## config.mk

```make
export PLATFORM = sky130hd
export DESIGN_NAME = cdg_ram
export DESIGN_NICKNAME = d
export VERILOG_FILES = /design/src/cdg_ram.sv
export SDC_FILE = /design/constraint.sdc
export NUM_CORES = 1
export LEC_CHECK = 0
export ABC_AREA = 1
export BUFFER_PORTS_ARGS = -buffer_cell sky130_fd_sc_hd__buf_2
export CAP_MARGIN = 40
export CORE_MARGIN = 3
export CORE_UTILIZATION = 50
export CTS_CLUSTER_DIAMETER = 60
export DETAILED_ROUTE_END_ITERATION = 16
export PLACE_DENSITY = 0.76
export SYNTH_ARGS = -nofsm -noshare
export SYNTH_HDL_FRONTEND = slang
export SYNTH_SLANG_ARGS = --single-unit
export TNS_END_PERCENT = 10
```

## constraint.sdc

```tcl
create_clock -name clk -period 1.9 [get_ports clk]
set_clock_uncertainty 0.2 [all_clocks]
set_input_delay 0.285 -clock clk [delete_from_list [all_inputs] [get_ports clk]]
set_output_delay 0.285 -clock clk [all_outputs]
set_load 0.02 [all_outputs]
```

## src/cdg_ram.sv

```systemverilog
// generic single-port synchronous ram with registered read
// no dependencies
module cdg_ram #(
    parameter int unsigned Width = 4,
    parameter int unsigned Depth = 16
) (
    input  logic                     clk,
    input  logic                     we,
    input  logic [$clog2(Depth)-1:0] addr,
    input  logic [Width-1:0]         wdata,
    output logic [Width-1:0]         rdata
);
    logic [Width-1:0] mem [Depth];

    always_ff @(posedge clk)
    begin
        if (we)
        begin
            mem[addr] <= wdata;
        end
        rdata <= mem[addr];
    end
endmodule

```

# Word-level counts from Yosys, hierarchy flattened
# Memory sizes are Yosys's and may differ from the RTL's. A register that Yosys moved wholly into a read port is not among the register bits.
# Cells that the tools add are included.
[classes]
mul = 0
shift = 0
reduce_logical = 0
n_mux = 2
n_div = 0
magnitude_cmp = 0
bitwise = 0
addsub = 0
eq_ne = 0
[op_table]
columns = ["op", "count"]
rows = [
  ["2-to-1 mux 1 bit", 2],
]
[word_totals]
latch_bits = 0
out_inout_bits = 4
register_bits = 0
romBits = 0
ram_bits = 64
n_memories = 1
[mem_list]
columns = ["memory", "words", "width", "read_ports", "rd_ports_with_merged_regs", "write_ports", "line_no", "text"]
rows = [
  ["mem", 16, 4, 1, 1, 1, "13", "logic [Width-1:0] mem [Depth];"],
]

# Longest topological paths before layout
[depth]
word_depth = 2
ltp_mapped = 11

# Worst setup path before layout
# Ideal clock, no wire load.
[synth_path]
path_kind = "in2reg"
startpoint = "input addr[1]"
endpoint = "memory mem[5][0], enable pin"
required_time_ns = 1.371
slack_ns = 0.354
path_buffers = 2
arrival_ns = 1.017
cell_stages = 5
path_cell_list = "buf_6 -> inv_2 -> buf_4 -> nand3_1 -> nor2_1"
[synth_rtl]
columns = ["element", "line_no", "text"]
rows = [
  ["from (decl)", "9", "input logic [$clog2(Depth)-1:0] addr,"],
  ["to (decl)", "13", ""],
]
# No word-level cell before the write port.

# Worst setup path after layout
[layout_path]
startpoint = "input addr[2]"
endpoint = "memory mem[7][2], enable pin"
# No word-level cell before the write port.

==> impl_metrics.ini <==
[clock_tree]
insertion_delay_ns = 0.34
cts.sinks = 68
cts_setup_buffers = 0
cts.clk_slew.worst_paths_ns = 0.07
cts_max_level = 3
clockRootBuffer = clkbuf_8
cts_tree = done
cts_hold_buf = 0
cts_buffers = 9
cts.path.max_buffers = 2
ctsResizeCount = 0

[drt]
drtIter0Drc = 146
vias = 1944
via_per_inst = 5.010
wl_per_cell_um = 14.34
totalWireLength_um = 5563
drcViolationCount = 0
drt-met1-wl_um = 2553
drt_pass1_iterations = 5
top_layer_used = met4
wl_met3_um = 383
final_antenna_net_count = 0
met2WireLength_um = 2529

[setup_path]
path_buf_inv = 3
path_cells = buf_2 -> inv_1 -> nor2_1 -> inv_1 -> nor2_1
crit_fanout = 5
path_delay_family = simple AND/OR/NAND/NOR gates
r2r_slack_ns = 0.76
cp_slowest_stage_delay_ns = 0.32
cp.arrival_ns = 1.17
critical_path.slowest_cell = nor2_1
start_kind = input pin
required_ns = 1.70
worstSetupEndpointType = flop
path_class = in -> reg

[global_route]
gr-total-overflow = 0
antenna_found_initial = 0
grt_pass1_vias = 1855
grt_usage_pct = 17.60
grt_pass1_wl_um = 9163
grt_max_degree = 24

[layout]
final_nets = 321
drive_gt1_share_pct = 17.72
final_cells = 388
fill_cells = 474
area_delta_synth_final_pct = 8.987
num_antenna_cells = 0
final_area_sq_mm = 0.003232

[timing]
worstMarginPinSlew_ns = 0.3798
drv_slew = 0
fin_setup_tns_ns = 0
final-hold-violation-count = 0
fmax_ghz = 0.7301
timing.final.crit_share_pct = 72.08
rsz0062_at_grt = no
slew_headroom_pct = 74.58
setup_viol = 0
min_period_ns = 1.370

[synth]
syn_inst = 289
avgSynthCellArea_sq_um = 10.26
synth_edf_count = 64
yosysWarnings = 0
synth_most_common_cell = nand2_1
synth_common_cells = nand2_1 (154), edfxtp_1 (64), nand2_2 (20), nor2_1 (18), inv_1 (13)
async_reset_ff_share_pct = 0
ys_types = 13
synthFlopType = edfxtp_1
yosysTopAreaCell = edfxtp_1
synth_nets = 299
synth_seq_cells = 68
synth_top_cell_area_share_pct = 64.81
synth_area_leaders = edfxtp_1 (65%), nand2_1 (19%), nand2_2 (4.2%)
synth_seq_area_share_pct = 67.51
synth_area_sq_mm = 0.002965

[run_status]
status = complete, no violations

[pwr]
vdd_ir_drop_max_mv = 0.4087
leakage_nw = 1.384
power_mw = 2.897
powerDensity_mw_per_mm2 = 896.3

[floorplan]
core.rowCount = 27
initial_utilization_pct = 52.88
core-area_sq_mm = 0.005608
fp.dieArea_sq_mm = 0.006891
die_height_um = 83.01
ioPinCount = 14
die_w_um = 83.01

[worst_hold_path]
hold_path.class = in -> reg

[flow_run]
cap_violations = 0

[placement]
dp_hpwl_um = 3798
postPlaceCellArea_sq_mm = 0.003072
portBuffers = 13
dp_cells = 372
gp_congestion = 0.9210
## path summary, 6_finish.rpt
path | from | end | cells past startpoint
setup / recovery | addr[2] | mem[7][2]$_DFFE_PP_ | 5
hold / removal | wdata[2] | mem[13][2]$_DFFE_PP_ | 1
setup reg to reg | mem[6][0]$_DFFE_PP_ | rdata[0]$_DFF_P_ | 8
hold reg to reg | mem[1][2]$_DFFE_PP_ | rdata[2]$_DFF_P_ | 8
## cell type report
class,instances,area (sq um),area share (%)
tap,72,90.09,2.787
sequential,68,2002,61.94
timing repair buffer,21,125.1,3.871
inverter,15,63.81,1.974
clock inverter,5,28.78,0.8904
multi-input combinational,196,790.8,24.47
clock buffer,11,131.4,4.065
## through the flow
stage | util (%) | hold WS [ns] | worst slack [ns]
after detailed placement | 54.77 | 0.5047 | 0.1579
after CTS | 57.63 | 0.1460 | 0.5202
after global routing | 57.63 | 0.1429 | 0.4269
after global placement | 54.77 | 0.4976 | 0.1939
after floorplan | - | 0.1839 | 0.3536
final | 57.63 | 0.1535 | 0.5304
## sequential cells by signal (all words and copies together), names as in the netlist
signal and cells:
mem 64, rdata 4
## cell families (layout without fill, tap and decap cells)
kind of cell           count (synthesis)  after routing  share of synthesized area (%)
DFF                                   68             68                          67.51
and+or+nand+nor                      196            196                          26.67
buffers and inverters                 25             52                          5.823
## layout by cell type, fill, tap and decap left out
cell type / Yosys / layout
nand3_1: 4 / 4
inv_1: 13 / 13
nor2_1: 18 / 18
nand2_2: 20 / 20
clkinv_2: 0 / 2
inv_2: 1 / 1
inv_8: 1 / 1
nand2_1: 154 / 154
clkinvlp_4: 0 / 2
edfxtp_1: 64 / 64
clkbuf_1: 0 / 2
clkinv_1: 0 / 1
clkbuf_8: 0 / 9
dfxtp_1: 4 / 4
buf_4: 4 / 8
buf_2: 1 / 13
## report_power, final
part | total (mW) | leakage [nW] | switching (mW) | internal (mW)
Clock | 0.986 | 0.0768 | 0.522 | 0.464
Sequential | 1.69 | 0.612 | 0.00982 | 1.68
Combinational | 0.225 | 0.696 | 0.159 | 0.0661
## routing by layer
metal,vias up,GRT usage (%)
met1,902,23.57
li1,961,-
met5,-,0
met4,0,6.389
met2,71,26.82
met3,10,5.952
Note: power is estimated with default switching activity, not from simulation.
